`src/rtl/core/rrdw_pkg.sv`:
```
package rrdw_pkg;

  // Ring geometry and frame limits
  localparam int unsigned MAX_FRAME_BYTES = 1600;
  localparam int unsigned HDR_BYTES       = 4;
  localparam int unsigned ETH_HDR_BYTES   = 14;

  localparam logic [15:0] CNT_MIN = 16'(ETH_HDR_BYTES + HDR_BYTES);
  localparam logic [15:0] CNT_MAX = 16'(MAX_FRAME_BYTES + HDR_BYTES);
  localparam logic [15:0] HDR_LEN = 16'(HDR_BYTES);
  localparam logic [15:0] ETH_LEN = 16'(ETH_HDR_BYTES);

  // Reset values
  localparam logic [7:0] START_RST = 8'h46;
  localparam logic [7:0] STOP_RST  = 8'h80;
  localparam logic [7:0] NPP_RST   = 8'h47;

  // Ethertypes and status bits
  localparam logic [15:0] ETYPE_IP  = 16'h0800;
  localparam logic [15:0] ETYPE_ARP = 16'h0806;
  localparam int unsigned STAT_OK_BIT = 0;

  // Register map
  localparam logic REG_START = 1'b0;
  localparam logic REG_STOP  = 1'b1;

  typedef enum logic [2:0] {
    VERD_EMPTY     = 3'd0,
    VERD_BAD_HDR   = 3'd1,
    VERD_STAT_ERR  = 3'd2,
    VERD_SHORT     = 3'd3,
    VERD_IP        = 3'd4,
    VERD_ARP       = 3'd5,
    VERD_OTHER     = 3'd6
  } verdict_t;

  typedef struct packed {
    logic [7:0] start_page;
    logic [7:0] stop_page;
  } ring_cfg_t;

  typedef struct packed {
    logic [7:0]  write_page;
    logic [7:0]  status;
    logic [7:0]  next_page;
    logic [15:0] byte_count;
    logic [15:0] frame_type;
  } hdr_req_t;

  typedef struct packed {
    verdict_t    verdict;
    logic [15:0] seg1_addr;
    logic [10:0] seg1_len;
    logic [15:0] seg2_addr;
    logic [10:0] seg2_len;
    logic [7:0]  boundary_page;
    logic        rewrite_write_page;
  } walk_res_t;

endpackage

```
`src/rtl/core/rrdw_cfg.sv`:
```
module rrdw_cfg
  import rrdw_pkg::*;
(
  input  logic        clk,
  input  logic        rst_n,
  input  logic        psel,
  input  logic        penable,
  input  logic        pwrite,
  input  logic [2:0]  paddr,
  input  logic [31:0] pwdata,
  output logic [31:0] prdata,
  output logic        pready,
  output ring_cfg_t   cfg
);

  logic [7:0] start_r, start_nxt;
  logic [7:0] stop_r, stop_nxt;
  logic       wr_en;

  assign pready = 1'b1;
  assign wr_en  = psel & penable & pwrite;

  // Decode the write request
  always_comb begin
    start_nxt = start_r;
    stop_nxt  = stop_r;
    if (wr_en) begin
      unique case (paddr[2])
        REG_START: start_nxt = pwdata[7:0];
        REG_STOP:  stop_nxt  = pwdata[7:0];
        default:   ;
      endcase
    end
  end

  always_ff @(posedge clk) begin
    if (!rst_n) begin
      start_r <= START_RST;
      stop_r  <= STOP_RST;
    end else begin
      start_r <= start_nxt;
      stop_r  <= stop_nxt;
    end
  end

  // Read back
  always_comb begin
    unique case (paddr[2])
      REG_START: prdata = {24'd0, start_r};
      REG_STOP:  prdata = {24'd0, stop_r};
      default:   prdata = 32'd0;
    endcase
  end

  assign cfg.start_page = start_r;
  assign cfg.stop_page  = stop_r;

endmodule

```
`src/rtl/core/rrdw_step.sv`:
```
module rrdw_step
  import rrdw_pkg::*;
#(
  parameter int unsigned MAX_FRAME = MAX_FRAME_BYTES
)
(
  input  ring_cfg_t  cfg,
  input  hdr_req_t   req,
  input  logic [7:0] npp,
  output walk_res_t  res,
  output logic [7:0] npp_nxt,
  output logic       err_inc,
  output logic       pkt_inc
);

  localparam logic [15:0] FRAME_CNT_MAX = 16'(MAX_FRAME + HDR_BYTES);

  logic        empty;
  logic        bad_hdr;
  logic [15:0] len;
  logic [7:0]  pages_left;
  logic [15:0] first;
  logic        split;
  logic [15:0] tail;
  logic [7:0]  bnry;

  // Empty ring and header sanity
  assign empty   = (npp == req.write_page);
  assign bad_hdr = (req.next_page < cfg.start_page) || (req.next_page >= cfg.stop_page) ||
                   (req.byte_count < CNT_MIN) || (req.byte_count > FRAME_CNT_MAX);

  // Segment split at the ring end
  assign len        = req.byte_count - HDR_LEN;
  assign pages_left = cfg.stop_page - npp;
  assign first      = {pages_left, 8'h00} - HDR_LEN;
  assign split      = (npp < cfg.stop_page) && (first < len);
  assign tail       = len - first;

  // Boundary trails the new page by one, wrapping to the ring end
  assign bnry = (req.next_page == cfg.start_page) ? (cfg.stop_page - 8'd1)
                                                  : (req.next_page - 8'd1);

  always_comb begin
    res     = '0;
    npp_nxt = npp;
    err_inc = 1'b0;
    pkt_inc = 1'b0;
    res.verdict = VERD_EMPTY;
    priority if (empty) begin
      res.verdict = VERD_EMPTY;
    end else if (bad_hdr) begin
      res.verdict            = VERD_BAD_HDR;
      res.boundary_page      = cfg.start_page;
      res.rewrite_write_page = 1'b1;
      npp_nxt                = cfg.start_page + 8'd1;
      err_inc                = 1'b1;
    end else begin
      res.seg1_addr     = {npp, 8'h00} + HDR_LEN;
      res.seg1_len      = split ? first[10:0] : len[10:0];
      res.seg2_addr     = split ? {cfg.start_page, 8'h00} : 16'd0;
      res.seg2_len      = split ? tail[10:0] : 11'd0;
      res.boundary_page = bnry;
      npp_nxt           = req.next_page;
      // Classify the frame
      priority if (!req.status[STAT_OK_BIT]) begin
        res.verdict = VERD_STAT_ERR;
        err_inc     = 1'b1;
      end else if (len <= ETH_LEN) begin
        res.verdict = VERD_SHORT;
        err_inc     = 1'b1;
      end else if (req.frame_type == ETYPE_IP) begin
        res.verdict = VERD_IP;
        pkt_inc     = 1'b1;
      end else if (req.frame_type == ETYPE_ARP) begin
        res.verdict = VERD_ARP;
        pkt_inc     = 1'b1;
      end else begin
        res.verdict = VERD_OTHER;
      end
    end
  end

endmodule

```
`src/rtl/core/rrdw_core.sv`:
```
module rrdw_core
  import rrdw_pkg::*;
#(
  parameter int unsigned MAX_FRAME = MAX_FRAME_BYTES
)
(
  input  logic        clk,
  input  logic        rst_n,
  input  ring_cfg_t   cfg,
  input  logic        in_valid,
  output logic        in_ready,
  input  hdr_req_t    in_req,
  output logic        out_valid,
  input  logic        out_ready,
  output walk_res_t   out_res,
  output logic [7:0]  out_npp,
  output logic [31:0] out_err,
  output logic [31:0] out_pkt
);

  logic        in_v_r;
  hdr_req_t    req_r;
  logic        out_v_r;
  walk_res_t   res_r;
  logic [7:0]  onpp_r;
  logic [31:0] oerr_r;
  logic [31:0] opkt_r;

  logic [7:0]  npp_r, npp_nxt;
  logic [31:0] err_r, err_nxt;
  logic [31:0] pkt_r, pkt_nxt;

  walk_res_t   res;
  logic [7:0]  step_npp;
  logic        err_inc;
  logic        pkt_inc;
  logic        out_free;
  logic        advance;

  assign out_free = !out_v_r || out_ready;
  assign advance  = in_v_r && out_free;
  assign in_ready = !in_v_r || out_free;

  rrdw_step #(
    .MAX_FRAME (MAX_FRAME)
  ) u_step (
    .cfg     (cfg),
    .req     (req_r),
    .npp     (npp_r),
    .res     (res),
    .npp_nxt (step_npp),
    .err_inc (err_inc),
    .pkt_inc (pkt_inc)
  );

  // Walker state moves only when a request leaves the input register
  assign npp_nxt = advance ? step_npp : npp_r;
  assign err_nxt = (advance && err_inc) ? err_r + 32'd1 : err_r;
  assign pkt_nxt = (advance && pkt_inc) ? pkt_r + 32'd1 : pkt_r;

  always_ff @(posedge clk) begin
    if (!rst_n) begin
      in_v_r  <= 1'b0;
      out_v_r <= 1'b0;
      npp_r   <= NPP_RST;
      err_r   <= 32'd0;
      pkt_r   <= 32'd0;
    end else begin
      npp_r <= npp_nxt;
      err_r <= err_nxt;
      pkt_r <= pkt_nxt;
      // Input register: take a request whenever the slot empties
      if (in_valid && in_ready) begin
        in_v_r <= 1'b1;
      end else if (advance) begin
        in_v_r <= 1'b0;
      end
      // Result register: hold until taken
      if (advance) begin
        out_v_r <= 1'b1;
      end else if (out_ready) begin
        out_v_r <= 1'b0;
      end
    end
  end

  // Payload registers
  always_ff @(posedge clk) begin
    if (in_valid && in_ready) begin
      req_r <= in_req;
    end
    if (advance) begin
      res_r  <= res;
      onpp_r <= npp_nxt;
      oerr_r <= err_nxt;
      opkt_r <= pkt_nxt;
    end
  end

  assign out_valid = out_v_r;
  assign out_res   = res_r;
  assign out_npp   = onpp_r;
  assign out_err   = oerr_r;
  assign out_pkt   = opkt_r;

endmodule

```
`src/rtl/core/receive_ring_descriptor_walker.sv`:
```
// Receive ring descriptor walker.
// Input channel (in_*): one request per received packet, carrying the
// receiver's write page, the 4-byte header read at the walker's own
// next-packet page, and the frame's ethertype. Result channel (out_*): one
// result per request with the verdict, one or two read segments split at
// the ring end, the boundary page to write, the write-page rewrite flag,
// the new next-packet page and the running error and packet counts.
// Ring start and stop pages are set through the APB port (start at byte
// address 0, stop at 4); the user must set them only while no request is
// in flight, as the block itself does not enforce this. Throughput: one
// request per cycle while the receiver takes results. The walk is a single
// compare/subtract pass between the input register and the result
// register.
// Reset: start 0x46, stop 0x80, next-packet page 0x47, counts cleared,
// both registers empty.
// When the receiver stalls the result register holds; one more request
// waits in the input register, then in_ready drops.
module receive_ring_descriptor_walker
  import rrdw_pkg::*;
#(
  parameter int unsigned MAX_FRAME = MAX_FRAME_BYTES
)
(
  input  logic        clk,
  input  logic        rst_n,
  input  logic        psel,
  input  logic        penable,
  input  logic        pwrite,
  input  logic [2:0]  paddr,
  input  logic [31:0] pwdata,
  output logic [31:0] prdata,
  output logic        pready,
  input  logic        in_valid,
  output logic        in_ready,
  input  logic [7:0]  in_write_page,
  input  logic [7:0]  in_header_status,
  input  logic [7:0]  in_header_next_page,
  input  logic [15:0] in_header_byte_count,
  input  logic [15:0] in_frame_ether_type,
  output logic        out_valid,
  input  logic        out_ready,
  output logic [2:0]  out_verdict,
  output logic [15:0] out_seg1_addr,
  output logic [10:0] out_seg1_len,
  output logic [15:0] out_seg2_addr,
  output logic [10:0] out_seg2_len,
  output logic [7:0]  out_boundary_page,
  output logic        out_rewrite_write_page,
  output logic [7:0]  out_next_page,
  output logic [31:0] out_error_count,
  output logic [31:0] out_packet_count
);

  ring_cfg_t cfg;
  hdr_req_t  in_req;
  walk_res_t res;

  rrdw_cfg u_cfg (
    .clk     (clk),
    .rst_n   (rst_n),
    .psel    (psel),
    .penable (penable),
    .pwrite  (pwrite),
    .paddr   (paddr),
    .pwdata  (pwdata),
    .prdata  (prdata),
    .pready  (pready),
    .cfg     (cfg)
  );

  // Pack the request
  assign in_req.write_page = in_write_page;
  assign in_req.status     = in_header_status;
  assign in_req.next_page  = in_header_next_page;
  assign in_req.byte_count = in_header_byte_count;
  assign in_req.frame_type = in_frame_ether_type;

  rrdw_core #(
    .MAX_FRAME (MAX_FRAME)
  ) u_core (
    .clk       (clk),
    .rst_n     (rst_n),
    .cfg       (cfg),
    .in_valid  (in_valid),
    .in_ready  (in_ready),
    .in_req    (in_req),
    .out_valid (out_valid),
    .out_ready (out_ready),
    .out_res   (res),
    .out_npp   (out_next_page),
    .out_err   (out_error_count),
    .out_pkt   (out_packet_count)
  );

  // Unpack the result
  assign out_verdict            = 3'(res.verdict);
  assign out_seg1_addr          = res.seg1_addr;
  assign out_seg1_len           = res.seg1_len;
  assign out_seg2_addr          = res.seg2_addr;
  assign out_seg2_len           = res.seg2_len;
  assign out_boundary_page      = res.boundary_page;
  assign out_rewrite_write_page = res.rewrite_write_page;

endmodule

```
`config.mk`:
```
export PLATFORM = sky130hd
export DESIGN_NAME = receive_ring_descriptor_walker
export DESIGN_NICKNAME = d
export VERILOG_FILES = /design/src/rtl/core/rrdw_pkg.sv /design/src/rtl/core/rrdw_cfg.sv /design/src/rtl/core/rrdw_step.sv /design/src/rtl/core/rrdw_core.sv /design/src/rtl/core/receive_ring_descriptor_walker.sv
export SDC_FILE = /design/constraint.sdc
export NUM_CORES = 1
export LEC_CHECK = 0
export ABC_AREA = 1
export BUFFER_PORTS_ARGS = -buffer_cell sky130_fd_sc_hd__buf_2
export CAP_MARGIN = 30
export CELL_PAD_IN_SITES_DETAIL_PLACEMENT = 0
export CELL_PAD_IN_SITES_GLOBAL_PLACEMENT = 2
export CORE_MARGIN = 8
export CORE_UTILIZATION = 25
export DETAILED_ROUTE_END_ITERATION = 7
export GPL_TIMING_DRIVEN = 0
export MAX_ROUTING_LAYER = met4
export PLACE_DENSITY_LB_ADDON = 0.1
export SYNTH_ARGS = -nofsm -noshare
export SYNTH_HDL_FRONTEND = slang
export SYNTH_SLANG_ARGS = --single-unit
```
`constraint.sdc`:
```
create_clock -name clk -period 8.98 [get_ports clk]
set_clock_uncertainty 0.15 [all_clocks]
set_input_delay 2.694 -clock clk [delete_from_list [all_inputs] [get_ports clk]]
set_output_delay 2.694 -clock clk [all_outputs]
set_load 0.01 [all_outputs]
```
# After elaboration in Yosys (flattened, before gate mapping)
# Cells that the tools add are included.
# totals
input_bits,98
reg_bits,277
wordCells,99
output_inout_bits,173
# op_classes
n_bitwise,5
reduce_logical,19
eq_ne,4
add_sub_neg,10
mux,29
order_cmp,7
# ops
operator,n
$add A32 B1 Y32 const B,2
$mux W32,2
$pmux W32 S2,1
$mux W8,5
$eq A16 B12 Y1 const B,2
$sub A16 B3 Y16 const B,2
$add A16 B3 Y16 const B,1
$eq A8 B8 Y1,2
$gt A16 B11 Y1 const B,1
$le A16 B4 Y1 const B,1
$lt A16 B16 Y1,1
$lt A16 B5 Y1 const B,1
$lt A8 B8 Y1,2
$mux W1,16
$sub A8 B1 Y8 const B,2
$mux W11,1
$sub A11 B11 Y11,1
$add A8 B1 Y8 const B,1
$ge A8 B8 Y1,1
$mux W2,4
$sub A8 B8 Y8,1
$logic_and A1 B1 Y1,5
$logic_or A1 B1 Y1,5
$reduce_and A2 Y1,2
7 further kinds,12

# Depth between registers and ports, before layout
# logic_depth
depth_word,9
ltp_mapped,22
depth_no_buf,22

# Hierarchy
# Synthesis repeated with hierarchy kept, for this count alone.
# hier_totals
cells_unflattened,1558
area_unflattened_um2,14117.3
# modules_own_cells
module,n_inst,area_each_um2,cells_per_inst,seq_area_each_um2
rrdw_core,1,10028.4,862,7307.0
rrdw_step,1,3101.7,547,0.0
rrdw_cfg,1,987.2,149,320.3

# Worst setup path before layout
# OpenSTA, ideal clock, no wires.
# synth_timing
path_kind,input to register
from,in out_ready
to,reg u_core.pkt_r[2]
setup_slack_ns,1.366
stages,8
arrival_time_ns,7.384
n_path_buf,2
setup_time_ns,0.080
required_time_ns,8.750
path_cell_list,inv_1 -> nand2_1 -> nand2_1 -> inv_1 -> clkbuf_1 -> buf_1 -> nand4_1 -> a21oi_1
# synth_via
elab_chain_cells,4
# synth_lines
item,line,source
"start, declared",receive_ring_descriptor_walker.sv:41,"input logic out_ready,"
$logic_or A1 B1 Y1,rrdw_core.sv:40,assign out_free = !out_v_r || out_ready;
$logic_and A1 B1 Y1,rrdw_core.sv:41,assign advance = in_v_r && out_free;
net u_core.advance,rrdw_core.sv:38,logic advance;
$logic_and A1 B1 Y1,rrdw_core.sv:59,assign pkt_nxt = (advance && pkt_inc) ? pkt_r + 32'd1 : pkt_r;
$mux W32,rrdw_core.sv:59,
"end signal, assigned",rrdw_core.sv:71,pkt_r <= pkt_nxt;
"end, declared",rrdw_core.sv:31,"logic [31:0] pkt_r, pkt_nxt;"
# The timed path passes the listed nets, and every way through them passes these cells.
# A chain may end at the register's enable or synchronous reset.

# Worst setup path after layout
# layout_timing
from,in paddr[2]
to,out prdata[1]
# layout_via
elab_chain_cells,2
# layout_lines
item,line,source
"start, declared",receive_ring_descriptor_walker.sv:29,"input logic [2:0] paddr,"
$not A1 Y1 (no source line),n/a,
$pmux W32 S2 (*),rrdw_cfg.sv:48,unique case (paddr[2])
"end, declared",receive_ring_descriptor_walker.sv:31,"output logic [31:0] prdata,"
# Mark *: on every way between the ends. The rest lies on a longest branch, timed or not. The select of a mux whose other input is x is not followed.

==> impl_metrics.csv <==
group,metric,value,unit
run_status,status,"complete, no violations",
global_routing,grt_pass1_vias,11200,
global_routing,grt_pass1_wl,67500,um
global_routing,grt_usage,0.149,
yosys,netlist.top_cell.by_area,"edfxtp_1",
yosys,synth_edf_count,172,
drt,wl,44900,um
worst_setup_path,critical_path.startpoint,"paddr[2]",
die,coreArea,52600,um^2
worst_setup_path,cp-endpoint,"prdata[1]",
global_routing,grt_antenna_before_repair,6,
sta,finalSetupViolations,0,
sta,fin_crit,6.63,ns
worst_setup_path,reg2reg_to,"u_core.out_res[46]",
clock_tree,clk_pin_slew,0.06,ns
drt,drc,0,
sta,rsz0062_at_grt,"no",
clock_tree,ctsResizeCount,0,
die,design.die.area,60800,um^2
die,num_rows,84,
yosys,yosysMostFrequentCell,"nand2_1",
sta,setup_slack,2.35,ns
worst_setup_path,rrSetupSlack,4.64,ns
clock_tree,clockRootBuffer,"clkbuf_16",
worst_setup_path,start_kind,"input pin",
pwr,power.density,179,nW/um^2
yosys,synth_top_area_share,0.389,
global_routing,globalRouteOverflowTotal,0,
sta,finalHoldViolations,0,
pwr,p_leak,7.05,nW
clock_tree,numCtsBuffers,35,
clock_tree,ctsHoldBuffers,0,
die,fp.dieH,246,um
yosys,synth_cell_type_count,48,
placed_design,hpwlAfterDp,35200,um
yosys,synthTopCellsByArea,"edfxtp_1 39%, dfxtp_1 14%, nand2_1 9.8%, inv_1 5.3%, ha_1 3.9%",
pwr,total_power,0.00295,W
sta,fmax,151,MHz
drt,drtAntennaViolNets,0,
layout,design_area,16400,um^2
layout,syn_to_final_growth,23.7,%
drt,num_vias,10800,
worst_setup_path,reg2reg_from,"u_cfg.stop_r[0]",
yosys,yosysSeqAreaShare,0.525,
clock_tree,clock_path_buffers,3,
placed_design,place_area,15300,um^2
layout,final_core_util,0.313,
drt,wl_per_cell,18.0,um
worst_setup_path,r2r.worst_path.cells,19,
sta,worstMarginPinSlew,0.929,ns
placed_design,place_ws,2.32,ns
sta,tns,0,ns
yosys,syn_area_per_cell,8.82,um^2
sta,slew_viol_final,0,
die,die_x,246,um
die,start_util,0.253,
worst_setup_path,worst_ep_required_time,6.14,ns
yosys,synth_warnings,0,
worst_setup_path,crit_type,"in -> out",
yosys,syn_area,13300,um^2
yosys,synth_commonest_cells,"347 x nand2_1, 186 x inv_1, 172 x edfxtp_1",
clock_tree,insertion_delay,0.55,ns
clock_tree,cts.sinks,262,
job,max-cap-violations,0,
placed_design,place_congestion,0.809,
clock_tree,htreeDepth,2,
hold_path,hold_path_class,"reg -> reg",
clock_tree,cts_tree,"built",
layout,layout.nets,1920,
sta,relSlewSlack,0.381,
pwr,ir_worst_vdd,109,uV
layout,drive_gt1_frac,0.187,
placed_design,port_buffers,196,
worst_setup_path,critPathCaptureType,"output pin",
drt,drt-vias-per-instance,4.32,
yosys,synthArstFlopShare,0,
global_routing,grt_max_degree,39,
yosys,synthCells,1505,
sta,post-route-period-util,0.738,
die,pin_count,271,
worst_setup_path,arrival,3.78,ns
clock_tree,post_cts_buffers,0,
worst_setup_path,path_max_fanout,10,
yosys,ys_ff_latch,262,
yosys,yosys_most_used_dff,"edfxtp_1",
drt,dr.pass1.iters,5,
drt,drt_iter0_drc,590,
where the power goes:
| part | switching (W) | internal [W] | leakage [nW] |
|---|---|---|---|
| logic | 0.000181 | 0.0000961 | 4.22 |
| clock network | 0.000534 | 0.000777 | 0.514 |
| registers | 0.0000261 | 0.00133 | 2.32 |
| total | 0.000741 | 0.00220 | 7.05 |
state kept, by name, indices dropped and copies added, names as in the netlist:
name and cells:
u_core.out_res 51, u_core.in_v_r 1, u_cfg.stop_r 8, u_core.out_pkt 32, u_core.out_err 32, u_core.npp_r 8, u_core.req_r 49, u_core.out_valid 1
u_core.pkt_r 32, u_cfg.start_r 8, u_core.err_r 32, u_core.out_npp 8
metrics by stage:
stage	hold slack (ns)	std cells
global placement	0.325	2427
detailed placement	0.333	2431
CTS	0.346	2494
global route	0.357	2500
floorplan	0.311	1543
finish	0.342	2500
routing by layer:
layer	vias up	routed length, um	global-route usage
li1	5505	-	-
met1	4994	21600	0.201
met2	258	19500	0.221
met3	54	2910	0.0405
met4	0	911	0.0369
met5	-	0	-
layout by cell type (no fill, tap or decap), types with 44 or more instances in the layout:
cell type | Yosys | layout
buf_4 | 44 | 44
inv_1 | 186 | 185
edfxtp_1 | 172 | 172
nand3_1 | 101 | 101
o21ai_0 | 53 | 53
buf_2 | 9 | 206
nand2_1 | 347 | 347
xor2_1 | 44 | 44
nor2_1 | 124 | 124
a21oi_1 | 102 | 102
dfxtp_1 | 90 | 90
worst max-delay path, cell delays in order:
cell and delay, ns:
clkbuf_1 0.31, clkbuf_1 0.38, nand2_1 0.09, o21ai_0 0.12, buf_2 0.18
logic make-up (layout without fill, tap and decap cells):
kind of cell,count (synthesis),in the layout,share of synthesized area
buf+inv,271,534,0.0944
simple gates,690,690,0.231
fa+ha+maj,42,42,0.0401
flops,262,262,0.525
compound gates,179,179,0.0700
other cells,2,46,0.000565
xor+xnor,59,59,0.0389
final cells by class:
cell class / instances / area (um^2)
repair buffers: 200 / 1060
inverters: 191 / 717
multi-input cells: 1010 / 5200
diodes: 6 / 15.0
flip-flops and latches: 262 / 6970
plain buffers: 80 / 538
fillers: 5658 / 36100
clock inverters: 12 / 61.3
well taps: 688 / 861
clock buffers: 51 / 1010
how the worst min path moves through the flow:
stage / from / endpoint / slack [ns] / cells after the start
2_1_floorplan: u_core.err_r[30] / u_core.err_r[30] / 0.31 / 2
3_3_place_gp: u_core.err_r[30] / u_core.err_r[30] / 0.32 / 2
3_5_place_dp: u_core.err_r[30] / u_core.err_r[30] / 0.33 / 2
4_1_cts: u_core.pkt_r[30] / u_core.pkt_r[30] / 0.35 / 2
5_1_grt: u_core.err_r[30] / u_core.err_r[30] / 0.36 / 2
6_report: u_core.pkt_r[30] / u_core.pkt_r[30] / 0.34 / 2
(Power assumes the default switching activity.)
